==> src/sv/coalescing_overwrite_line_queue_core_assert.svh <==
// assertion macros for the line queue core
`ifndef COALESCING_OVERWRITE_LINE_QUEUE_CORE_ASSERT_SVH
`define COALESCING_OVERWRITE_LINE_QUEUE_CORE_ASSERT_SVH

`ifndef SYNTH
`define COLQ_ASSERT_NOW(label, clk, rst_n, ante, cons) \
	label: assert property (@(posedge clk) disable iff (!rst_n) (ante) |-> (cons)) \
	else $error("assertion failed");
`define COLQ_ASSERT_NEXT(label, clk, rst_n, ante, cons) \
	label: assert property (@(posedge clk) disable iff (!rst_n) (ante) |=> (cons)) \
	else $error("assertion failed");
`else
`define COLQ_ASSERT_NOW(label, clk, rst_n, ante, cons)
`define COLQ_ASSERT_NEXT(label, clk, rst_n, ante, cons)
`endif

`endif

==> src/sv/colq_pkg.sv <==
package colq_pkg;

	localparam int COLQ_DEPTH = 16;
	localparam int COLQ_PAYLOAD_BITS = 64;

	localparam int ID_W = 32;
	localparam int KIND_W = 8;
	localparam int LEN_W = 8;
	localparam int PAY_PORT_W = 64;
	localparam int COUNT_OUT_W = 4;
	localparam int MODE_W = 2;

	localparam logic [MODE_W-1:0] MODE_PUSH = 2'd0;
	localparam logic [MODE_W-1:0] MODE_REPLACE = 2'd1;
	localparam logic [MODE_W-1:0] MODE_POP = 2'd2;
	localparam logic [MODE_W-1:0] MODE_NOP = 2'd3;

	typedef struct packed {
		logic load;
		logic rd_scan;
		logic scan_next;
		logic do_push;
		logic do_hit;
		logic rd_pop;
		logic do_pop;
		logic do_empty;
		logic do_nop;
	} colq_cmd_t;

	typedef struct packed {
		logic empty;
		logic scan_end;
		logic hit;
	} colq_sts_t;

endpackage

==> src/sv/coalescing_overwrite_line_queue_core.sv <==
// Ring queue of message entries with overwrite-oldest push and key coalescing.
// Command channel: start with mode, msg_id, msg_kind, line_length, payload;
// a beat is taken at a clock edge where start is high and busy is low.
// Result channel: done is high for exactly one cycle with was_empty, out_id,
// out_kind, out_length, out_payload, replaced, dropped_oldest, queue_count.
// Push is finished in the PUSH state; pop in POP and POPOUT, or in POP alone
// on an empty queue; a no-op in the idle state that accepts it. Replace walks
// the entries from oldest to newest, one read and one compare of the entry
// memory per entry in the SCAN and CMP states, until one matches.
// busy drops in the done cycle, so a new beat can be taken there.
// One item is in work at a time; the single read port of the entry memory
// and the key compare set the replace time.
// Reset empties the queue (the read, write and scan pointers and the count
// to zero); entry contents are not cleared and are only read once written.
// The receiver cannot stall: each result is shown once and must be taken.
module coalescing_overwrite_line_queue_core #(
	parameter int QUEUE_DEPTH = colq_pkg::COLQ_DEPTH,
	parameter int PAYLOAD_BITS = colq_pkg::COLQ_PAYLOAD_BITS
) (
	input  logic                              clk,
	input  logic                              arst_n,
	input  logic                              start,
	output logic                              busy,
	input  logic [colq_pkg::MODE_W-1:0]       mode,
	input  logic [colq_pkg::ID_W-1:0]         msg_id,
	input  logic [colq_pkg::KIND_W-1:0]       msg_kind,
	input  logic [colq_pkg::LEN_W-1:0]        line_length,
	input  logic [colq_pkg::PAY_PORT_W-1:0]   payload,
	output logic                              done,
	output logic                              was_empty,
	output logic [colq_pkg::ID_W-1:0]         out_id,
	output logic [colq_pkg::KIND_W-1:0]       out_kind,
	output logic [colq_pkg::LEN_W-1:0]        out_length,
	output logic [colq_pkg::PAY_PORT_W-1:0]   out_payload,
	output logic                              replaced,
	output logic                              dropped_oldest,
	output logic [colq_pkg::COUNT_OUT_W-1:0]  queue_count
);
	import colq_pkg::*;

	colq_cmd_t cmd;
	colq_sts_t sts;

	colq_ctrl u_ctrl (
		.clk    (clk),
		.arst_n (arst_n),
		.start  (start),
		.mode   (mode),
		.busy   (busy),
		.cmd    (cmd),
		.sts    (sts)
	);

	colq_datapath #(
		.QUEUE_DEPTH  (QUEUE_DEPTH),
		.PAYLOAD_BITS (PAYLOAD_BITS)
	) u_datapath (
		.clk            (clk),
		.arst_n         (arst_n),
		.cmd            (cmd),
		.sts            (sts),
		.msg_id         (msg_id),
		.msg_kind       (msg_kind),
		.line_length    (line_length),
		.payload        (payload),
		.done           (done),
		.was_empty      (was_empty),
		.out_id         (out_id),
		.out_kind       (out_kind),
		.out_length     (out_length),
		.out_payload    (out_payload),
		.replaced       (replaced),
		.dropped_oldest (dropped_oldest),
		.queue_count    (queue_count)
	);

endmodule

==> src/sv/colq_ctrl.sv <==
module colq_ctrl (
	input  logic                          clk,
	input  logic                          arst_n,
	input  logic                          start,
	input  logic [colq_pkg::MODE_W-1:0]   mode,
	output logic                          busy,
	output colq_pkg::colq_cmd_t           cmd,
	input  colq_pkg::colq_sts_t           sts
);
	import colq_pkg::*;

	`include "coalescing_overwrite_line_queue_core_assert.svh"

	localparam logic [2:0] S_IDLE = 3'd0;
	localparam logic [2:0] S_PUSH = 3'd1;
	localparam logic [2:0] S_SCAN = 3'd2;
	localparam logic [2:0] S_CMP = 3'd3;
	localparam logic [2:0] S_POP = 3'd4;
	localparam logic [2:0] S_POPOUT = 3'd5;

	logic [2:0] state_q;
	logic [2:0] state_d;

	always_comb begin
		cmd = '0;
		state_d = state_q;
		unique case (state_q)
			S_IDLE: begin
				if (start) begin
					cmd.load = 1'b1;
					unique case (mode)
						MODE_PUSH: state_d = S_PUSH;
						MODE_REPLACE: state_d = S_SCAN;
						MODE_POP: state_d = S_POP;
						MODE_NOP: cmd.do_nop = 1'b1;
					endcase
				end
			end
			S_PUSH: begin
				cmd.do_push = 1'b1;
				state_d = S_IDLE;
			end
			S_SCAN: begin
				if (sts.scan_end) begin
					cmd.do_push = 1'b1;
					state_d = S_IDLE;
				end else begin
					cmd.rd_scan = 1'b1;
					state_d = S_CMP;
				end
			end
			S_CMP: begin
				if (sts.hit) begin
					cmd.do_hit = 1'b1;
					state_d = S_IDLE;
				end else begin
					cmd.scan_next = 1'b1;
					state_d = S_SCAN;
				end
			end
			S_POP: begin
				if (sts.empty) begin
					cmd.do_empty = 1'b1;
					state_d = S_IDLE;
				end else begin
					cmd.rd_pop = 1'b1;
					state_d = S_POPOUT;
				end
			end
			S_POPOUT: begin
				cmd.do_pop = 1'b1;
				state_d = S_IDLE;
			end
			default: state_d = S_IDLE;
		endcase
	end

	always_ff @(posedge clk or negedge arst_n) begin
		if (!arst_n) begin
			state_q <= S_IDLE;
		end else begin
			state_q <= state_d;
		end
	end

	assign busy = (state_q != S_IDLE);

	`COLQ_ASSERT_NOW(a_one_finish, clk, arst_n, 1'b1,
		$onehot0({cmd.do_push, cmd.do_hit, cmd.do_pop, cmd.do_empty, cmd.do_nop}))
	`COLQ_ASSERT_NOW(a_cmp_after_scan, clk, arst_n, state_q == S_CMP, $past(state_q) == S_SCAN)
	`COLQ_ASSERT_NEXT(a_pop_entry, clk, arst_n, start && !busy && mode == MODE_POP,
		state_q == S_POP)

endmodule

==> src/sv/colq_datapath.sv <==
module colq_datapath #(
	parameter int QUEUE_DEPTH = colq_pkg::COLQ_DEPTH,
	parameter int PAYLOAD_BITS = colq_pkg::COLQ_PAYLOAD_BITS
) (
	input  logic                              clk,
	input  logic                              arst_n,
	input  colq_pkg::colq_cmd_t               cmd,
	output colq_pkg::colq_sts_t               sts,
	input  logic [colq_pkg::ID_W-1:0]         msg_id,
	input  logic [colq_pkg::KIND_W-1:0]       msg_kind,
	input  logic [colq_pkg::LEN_W-1:0]        line_length,
	input  logic [colq_pkg::PAY_PORT_W-1:0]   payload,
	output logic                              done,
	output logic                              was_empty,
	output logic [colq_pkg::ID_W-1:0]         out_id,
	output logic [colq_pkg::KIND_W-1:0]       out_kind,
	output logic [colq_pkg::LEN_W-1:0]        out_length,
	output logic [colq_pkg::PAY_PORT_W-1:0]   out_payload,
	output logic                              replaced,
	output logic                              dropped_oldest,
	output logic [colq_pkg::COUNT_OUT_W-1:0]  queue_count
);
	import colq_pkg::*;

	`include "coalescing_overwrite_line_queue_core_assert.svh"

	localparam int PTR_W = $clog2(QUEUE_DEPTH);
	localparam int CNT_EXT_W = (PTR_W > COUNT_OUT_W) ? PTR_W : COUNT_OUT_W;
	localparam int ENTRY_W = ID_W + KIND_W + LEN_W + PAYLOAD_BITS;
	localparam logic [PTR_W-1:0] LAST_SLOT = PTR_W'(QUEUE_DEPTH - 1);

	logic [ENTRY_W-1:0] mem_q [QUEUE_DEPTH];
	logic [ENTRY_W-1:0] rdata_q;
	logic [ENTRY_W-1:0] new_entry;

	logic [ID_W-1:0]         id_q;
	logic [KIND_W-1:0]       kind_q;
	logic [LEN_W-1:0]        len_q;
	logic [PAYLOAD_BITS-1:0] pay_q;

	logic [PTR_W-1:0] rp_q;
	logic [PTR_W-1:0] wp_q;
	logic [PTR_W-1:0] scan_q;
	logic [PTR_W-1:0] cnt_q;
	logic [PTR_W-1:0] rp_inc;
	logic [PTR_W-1:0] wp_inc;
	logic [PTR_W-1:0] scan_inc;
	logic [CNT_EXT_W-1:0] cnt_ext;
	logic full;

	logic [ID_W-1:0]         rd_id;
	logic [KIND_W-1:0]       rd_kind;
	logic [LEN_W-1:0]        rd_len;
	logic [PAYLOAD_BITS-1:0] rd_pay;

	function automatic logic [PTR_W-1:0] next_slot(input logic [PTR_W-1:0] p);
		next_slot = (p == LAST_SLOT) ? '0 : p + PTR_W'(1);
	endfunction

	assign rp_inc = next_slot(rp_q);
	assign wp_inc = next_slot(wp_q);
	assign scan_inc = next_slot(scan_q);
	assign full = (cnt_q == LAST_SLOT);

	assign new_entry = {id_q, kind_q, len_q, pay_q};
	assign {rd_id, rd_kind, rd_len, rd_pay} = rdata_q;

	assign sts.empty = (cnt_q == '0);
	assign sts.scan_end = (scan_q == wp_q);
	assign sts.hit = (rd_id == id_q) && (rd_kind == kind_q);

	// beat capture
	always_ff @(posedge clk) begin
		if (cmd.load) begin
			id_q <= msg_id;
			kind_q <= msg_kind;
			len_q <= line_length;
			pay_q <= payload[PAYLOAD_BITS-1:0];
		end
	end

	// entry storage
	always_ff @(posedge clk) begin
		if (cmd.do_push) begin
			mem_q[wp_q] <= new_entry;
		end else if (cmd.do_hit) begin
			mem_q[scan_q] <= new_entry;
		end
		if (cmd.rd_pop) begin
			rdata_q <= mem_q[rp_q];
		end else if (cmd.rd_scan) begin
			rdata_q <= mem_q[scan_q];
		end
	end

	always_ff @(posedge clk or negedge arst_n) begin
		if (!arst_n) begin
			rp_q <= '0;
			wp_q <= '0;
			scan_q <= '0;
			cnt_q <= '0;
		end else begin
			if (cmd.load) begin
				scan_q <= rp_q;
			end else if (cmd.scan_next) begin
				scan_q <= scan_inc;
			end
			if (cmd.do_push) begin
				wp_q <= wp_inc;
				if (full) begin
					rp_q <= rp_inc;
				end else begin
					cnt_q <= cnt_q + PTR_W'(1);
				end
			end else if (cmd.do_pop) begin
				rp_q <= rp_inc;
				cnt_q <= cnt_q - PTR_W'(1);
			end
		end
	end

	always_ff @(posedge clk or negedge arst_n) begin
		if (!arst_n) begin
			done <= 1'b0;
		end else begin
			done <= cmd.do_push | cmd.do_hit | cmd.do_pop | cmd.do_empty | cmd.do_nop;
		end
	end

	always_ff @(posedge clk) begin
		if (cmd.do_push | cmd.do_hit | cmd.do_pop | cmd.do_empty | cmd.do_nop) begin
			was_empty <= cmd.do_empty;
			replaced <= cmd.do_hit;
			dropped_oldest <= cmd.do_push & full;
			out_id <= cmd.do_pop ? rd_id : '0;
			out_kind <= cmd.do_pop ? rd_kind : '0;
			out_length <= cmd.do_pop ? rd_len : '0;
			out_payload <= cmd.do_pop ? PAY_PORT_W'(rd_pay) : '0;
		end
	end

	assign cnt_ext = CNT_EXT_W'(cnt_q);
	assign queue_count = cnt_ext[COUNT_OUT_W-1:0];

	`COLQ_ASSERT_NOW(a_count_bound, clk, arst_n, 1'b1, cnt_q <= LAST_SLOT)
	`COLQ_ASSERT_NOW(a_pop_not_empty, clk, arst_n, cmd.do_pop, cnt_q != '0)
	`COLQ_ASSERT_NEXT(a_push_fills, clk, arst_n, cmd.do_push, cnt_q != '0)
	`COLQ_ASSERT_NOW(a_flags_excl, clk, arst_n, done, !(replaced && dropped_oldest))

endmodule
==> config.mk <==
export PLATFORM = sky130hd
export DESIGN_NAME = coalescing_overwrite_line_queue_core
export DESIGN_NICKNAME = d
export VERILOG_FILES = /design/src/sv/colq_pkg.sv /design/src/sv/coalescing_overwrite_line_queue_core.sv /design/src/sv/colq_ctrl.sv /design/src/sv/colq_datapath.sv
export VERILOG_INCLUDE_DIRS = /design/src /design/src/sv
export SDC_FILE = /design/constraint.sdc
export NUM_CORES = 2
export LEC_CHECK = 0
export BUFFER_PORTS_ARGS = -buffer_cell sky130_fd_sc_hd__buf_2
export CAP_MARGIN = 0
export CORE_MARGIN = 2
export CORE_UTILIZATION = 55
export CTS_BUF_LIST = sky130_fd_sc_hd__clkbuf_8 sky130_fd_sc_hd__clkbuf_16
export DETAILED_ROUTE_END_ITERATION = 10
export PLACE_DENSITY_LB_ADDON = 0.2
export SYNTH_ARGS = -nofsm -noshare
export SYNTH_HDL_FRONTEND = slang
export SYNTH_SLANG_ARGS = --single-unit
==> constraint.sdc <==
create_clock -name clk -period 8.64 [get_ports clk]
set_input_delay 1.728 -clock clk [delete_from_list [all_inputs] [get_ports clk]]
set_output_delay 1.728 -clock clk [all_outputs]
set_load 0.005 [all_outputs]
======== After elaboration in Yosys (flattened, before gate mapping) ========
Memory sizes are Yosys's and may differ from the RTL's.
Index checks and enable logic that the tools add are counted.
operators by class
  bitwise logic cells ..................... 5
  reductions and logical operators ........ 12
  mux-type cells .......................... 45
  add/sub/neg operators ................... 5
  equality and inequality tests ........... 19
operators by type and width
  cell                                                                 count
  112-bit 2-to-1 mux                                                   3
  112-bit OR reduction                                                 1
  4-bit 2-to-1 mux                                                     12
  32-bit == test                                                       1
  1-bit 2-to-1 mux                                                     23
  4-bit by 1-bit adder with 4-bit output (second input constant)       4
  4-bit == test (second input constant)                                4
  3-bit case mux with 4 select lines                                   1
  3-bit case mux with 3 select lines                                   1
  8-bit == test                                                        1
  3-bit by 2-bit == test with 1-bit output (second input constant)     2
  3-bit == test (second input constant)                                2
  3-bit 2-to-1 mux                                                     2
  2-bit != test (second input constant)                                3
  2-bit AND reduction                                                  3
  2-bit nonzero test                                                   3
  2-bit == test (second input constant)                                2
  4-bit == test                                                        1
  4-bit logical NOT                                                    1
  2-bit 2-to-1 mux                                                     2
  4-bit != test (second input constant)                                1
  1-bit OR                                                             4
  4-bit by 1-bit subtractor with 4-bit output (second input constant)  1
  3-bit by 1-bit == test with 1-bit output (second input constant)     1
  other kinds (7)                                                      7
word-level totals
  memories ................................ 1
  register bits after elaboration ......... 359
  RAM bits ................................ 1,792
  input bits .............................. 117
  output and inout bits ................... 121
  word-level logic and storage cells ...... 105
memory list
  name              words  width  read ports  clocked after memory_dff  wr ports  RTL line             text
  u_datapath.mem_q  16     112    2           0                         1         colq_datapath.sv:32  logic [ENTRY_W-1:0] mem_q [QUEUE_DEPTH];

======== Depth between registers and ports, before layout ========
  depth after elaboration ................. 9
  depth in mapped cells ................... 14

======== By module ========
Synthesis repeated with hierarchy kept, for this count alone.
second synthesis, totals
  cells, all modules ...................... 4,866
  area, all modules ....................... 94,971.1 sq um
modules (own cells, without submodules)
  module         instances  cells each  seq. area each (sq um)  area each (sq um)
  colq_datapath  1          4,825       64,416.8                94,592.0
  colq_ctrl      1          41          75.1                    379.1

======== Worst setup path before layout ========
Ideal clock, no wire load.
  path type ............................... reg2reg
  from .................................... register u_datapath.kind_q[2]
  to ...................................... memory u_datapath.mem_q[12][0] (netlist bit), enable pin
  setup slack ............................. 0.692 ns
  stages on the path, launching flop included .. 7
  clock period less this slack ............ 7.948 ns
  buffers on the path ..................... 0
  data required time ...................... 8.018 ns
  arrival ................................. 7.326 ns
  path through ............................ edfxtp_1 xor2_1 nor4_1 nand4_1 nor4_2 nand3_1 o22ai_1
RTL lines
  what                    RTL line             text
  start, declared         colq_datapath.sv:37  logic [KIND_W-1:0] kind_q;
  start signal, assigned  colq_datapath.sv:76  kind_q <= msg_kind;
  end, declared           colq_datapath.sv:32

======== Worst setup path in the final report ========
  from .................................... register u_datapath.scan_q[0]
  to ...................................... memory u_datapath.mem_q[5][14] (netlist bit), enable pin
between the ends
  cells in the longest elaborated chain, start to end .. 7
  elaborated cells on any way between the ends .. 10
ends and longest elaborated chain
  what                                                                          RTL line              text
  start, declared                                                               colq_datapath.sv:43   logic [PTR_W-1:0] scan_q;
  start signal, assigned                                                        colq_datapath.sv:104  scan_q <= rp_q;
  start signal, assigned                                                        colq_datapath.sv:106  scan_q <= scan_inc;
  4-bit == test                                                                 colq_datapath.sv:69   assign sts.scan_end = (scan_q == wp_q);
  1-bit 2-to-1 mux                                                              colq_ctrl.sv:44       if (sts.scan_end) begin
  1-bit case mux with 2 select lines                                            colq_ctrl.sv:27       unique case (state_q)
  1-bit 2-to-1 mux                                                              colq_datapath.sv:84   if (cmd.do_push) begin
  1-bit 2-to-1 mux (implied by the code)                                        colq_datapath.sv:87   mem_q[scan_q] <= new_entry;
  112-bit OR reduction (no source line)                                         --
  4-bit 2-to-1 mux (no source line) / 1-bit 2-to-1 mux (equally long branches)  --
Parallel ways exist; a longest one is shown, timed or not.

==> summary.md <==
| Metric | Value |
|---|---|
| Final worst-path cycle share | `63.6%` |
| Die W | `418 um` |
| Worst-path cell chain | `xor2_1 -> nor4_2 -> nand3b_1 -> a21oi_1 -> nand3b_1 -> o22ai_4 -> buf_4` |
| Worst-Margin Slew | `1.37 ns` |
| Max Cap Violations | `0` |
| DRC | `0` |
| Avg Inst Size Synth | `23.6 um^2` |
| Status | `finished, final reports clean` |
| Clk_lat worst skew | `0.87 ns` |
| Post-synth ARST share | `0.930%` |
| Simple-gate portion of the synthesized area | `1.20%` |
| Main combinational cell family by area after synthesis | `multiplexers` |
| Worst Path Arrival | `5.96 ns` |
| Post-placement cell area | `98300 um^2` |
| CP most frequent cell | `nand3b_1` |
| TritonCTS buffer count | `217` |
| Nets | `4374` |
| CTS tree | `built` |
| Setup TNS | `0 ns` |
| Highest-count cells in the layout ignoring fill and taps | `edfxtp_1 (2131), mux4_2 (1120), buf_2 (237)` |
| Design Area, Final | `105000 um^2` |
| First-pass GRT wire length | `343000 um` |
| Commonest non-fill, non-tap cell in the layout | `edfxtp_1` |
| Reg-to-Reg Start | `u_datapath.scan_q[0]` |
| Crit Path Category | `flop to flop` |
| Area growth from synthesis to layout | `11.6%` |
| Number of synthesized flops with an enable pin | `2131` |
| Peak Freq | `0.182 GHz` |
| Core Area | `171000 um^2` |
| Post-cts resize count | `0` |
| Area contributors post-synth | `edfxtp_1 (68%), mux4_2 (27%), mux2_2 (1.4%)` |
| Yosys warning count | `0` |
| Slack of the worst reg-to-reg path | `3.15 ns` |
| Flops & latches, synth | `2151` |
| Sink of the worst hold path | `u_datapath.out_payload[22]` |
| Post-CTS Setup Bufs | `0` |
| Final count of pins violating max slew | `0` |
| Skew final | `0.0376 ns` |
| Initial Util | `55.2%` |
| Peak supply drop | `0.000460 V` |
| GPL Wtd Cong | `0.773` |
| Synth Area in Adders | `0.154%` |
| Reg2Reg Depth | `7` |
| Cells after synthesis | `3992` |
| Number of global-route vias before repair | `47868` |
| Initial antenna violation count | `6` |
| Final Hold Fails | `0` |
| Largest fanout on the critical path | `45` |
| FP Rows | `152` |
| I/O Buffers | `237` |
| Clock Sinks | `2151` |
| Max incr delay on CP | `1.17 ns` |
| Rel. slew slack | `8.43%` |
| H-tree depth | `4` |
| Routed wire length | `237000 um` |
| Longest Clk Path Bufs | `3` |
| Nature of the critical path endpoint | `flop` |
| Yosys cell types | `45` |
| WP data required | `9.11 ns` |
| LEAKAGE | `0.0330 uW` |
| Synth Cell Area | `94400 um^2` |
| RR Endpoint | `u_datapath.mem_q[5][14]` |
| Post-synthesis mux area share | `28.1%` |
| Syn nets | `4120` |
| Post-synthesis compound-gate area fraction | `0.335%` |
| Layout cells sized above 1 | `43.0%` |
| Vias per cell | `6.99` |
| Top-area cell type share of the netlist area | `67.8%` |
| Final HPWL from detailed placement | `122000 um` |
| RSZ-0062 raised after global routing | `false` |
| Die ar. | `175000 um^2` |
| Die Span Y | `418 um` |
| Hold/Removal Path Class | `flop to flop` |
| Pre-antenna DRT Iters | `5` |
| Fin crit period | `5.49 ns` |
| Sequential-to-total area share from yosys stat | `68.3%` |
| Fillers | `11491` |
| Largest net degree at the start of global routing | `128` |
| Antenna-violating nets left | `0` |
| Clock-pin slew on the worst setup and hold paths | `0.06 ns` |
| Clock root buffer | `clkbuf_16` |
| # setup viols final | `0` |
| DRT iter0 DRCs | `5852` |
| Hold Startpoint | `u_datapath.rdata_q[22]` |
| PwrDens | `327 nW/um^2` |
| Total track usage | `27.6%` |
| Yosys top cell by area | `edfxtp_1` |
| Xor/xnor cell area share of the yosys netlist | `0.455%` |
| Hold_buf cts | `0` |
| I/O pins | `238` |
| Hold Path Stages | `1` |
| Slowest CP cell | `o22ai_4` |
| Critical Path Source Type | `flop` |
| Vias | `46599` |
| DR WL/cell | `35.6 um` |
| Most common flop cell mapped by yosys | `edfxtp_1` |
| GRT overflow | `0` |
[state kept, by name, summed over array words and instances, names as in the netlist]
| register | cells |
|---|---|
| u_datapath.done | 1 |
| u_datapath.len_q | 8 |
| u_ctrl.state_q | 3 |
| u_datapath.kind_q | 8 |
| u_datapath.dropped_oldest | 1 |
| u_datapath.id_q | 32 |
| u_datapath.was_empty | 1 |
| u_datapath.out_payload | 64 |
| u_datapath.out_kind | 8 |
| u_datapath.mem_q | 1792 |
| u_datapath.scan_q | 4 |
| u_datapath.queue_count | 4 |
| u_datapath.out_length | 8 |
| u_datapath.rp_q | 4 |
| u_datapath.out_id | 32 |
| u_datapath.rdata_q | 112 |
| u_datapath.wp_q | 4 |
| u_datapath.replaced | 1 |
| u_datapath.pay_q | 64 |
[Yosys cell counts, types with 3 or more instances]
library cell  count
nand2b_1          7
buf_2            72
xnor2_1           5
o2bb2ai_1         5
and2_1            4
ha_1             10
buf_1            55
buf_6             3
clkbuf_1        145
edfxtp_1       2131
and3_1          113
o22ai_1          13
a21o_1            4
o21ai_0           4
nand3b_1          5
nand4_1           3
nand3_1           6
nand2_1          15
nor4_1           11
xor2_1           44
nor2_1           14
inv_1            10
mux4_2         1120
buf_4            21
dfrtp_1          20
mux2_2          116
a31oi_1           4
o31ai_1           3
a21oi_1           6
nor3_1            4
[power by group]
group / internal [uW] / leakage (uW) / switching [uW] / total [uW]
registers: 13400 / 0.0196 / 1270 / 14700
logic: 5480 / 0.00975 / 4970 / 10400
clock network: 5320 / 0.00362 / 3990 / 9320
[routing by layer]
| metal | GRT usage, % | wire, um | vias to the layer above |
|---|---|---|---|
| met1 | 39.4 | 91700 | 25512 |
| met5 | 0 | 10 | - |
| li1 | - | - | 18358 |
| met3 | 4.22 | 19400 | 337 |
| met2 | 45.1 | 120000 | 2390 |
| met4 | 7.80 | 6200 | 2 |
[per-stage QoR]
step,worst slack [ns],total power (uW),instances,hold WS [ns],utilization (%)
after floorplan,0.692,22500,3992,0.508,-
after global placement,3.17,25400,6260,0.549,57.4
after detailed placement,3.17,25500,6260,0.549,57.4
after CTS,3.13,34800,6663,0.544,61.6
after global routing,2.83,35800,6664,0.552,61.6
final,3.15,34500,6664,0.543,61.6
[critical path, delay by kind of cell, from the launching register on]
| family | cells | cell delay [ns] |
|---|---|---|
| simple gates | 3 | 1.12 |
| xor+xnor | 1 | 0.18 |
| compound gates | 2 | 1.83 |
| flops | 1 | 1.03 |
| buf+inv | 1 | 0.83 |
[cell families (layout without fill, tap and decap cells)]
group,after synthesis,count (layout)
AOI/OAI and AO/OA,46,46
muxes,1238,1238
buffers and inverters,307,745
adders and majority gates,11,11
other,0,1
and+or+nand+nor,190,190
xor gates and xnor gates,49,49
DFF,2151,2151
[cell type report]
class	instances	area, um^2	area share [%]
clock buffer	221	5500	5.22
antenna	1	2.50	0.00237
clock inverter	182	1570	1.49
multi-input combinational	1534	28800	27.4
sequential	2151	64500	61.2
timing repair buffer	331	2130	2.02
inverter	11	46.3	0.0439
tap	2233	2790	2.65
[worst max-delay path by stage]
| stage | startpoint | endpoint |
|---|---|---|
| 6_report | u_datapath.scan_q[0] | u_datapath.mem_q[5][14] |
| 5_1_grt | u_datapath.scan_q[0] | u_datapath.mem_q[5][14] |
| 4_1_cts | u_datapath.scan_q[0] | u_datapath.mem_q[5][14] |
| 3_5_place_dp | u_datapath.scan_q[0] | u_datapath.rdata_q[16] |
| 3_3_place_gp | u_datapath.scan_q[0] | u_datapath.rdata_q[41] |
| 2_1_floorplan | u_datapath.kind_q[2] | u_datapath.mem_q[12][0] |
Note: power is estimated with default switching activity, not from simulation.
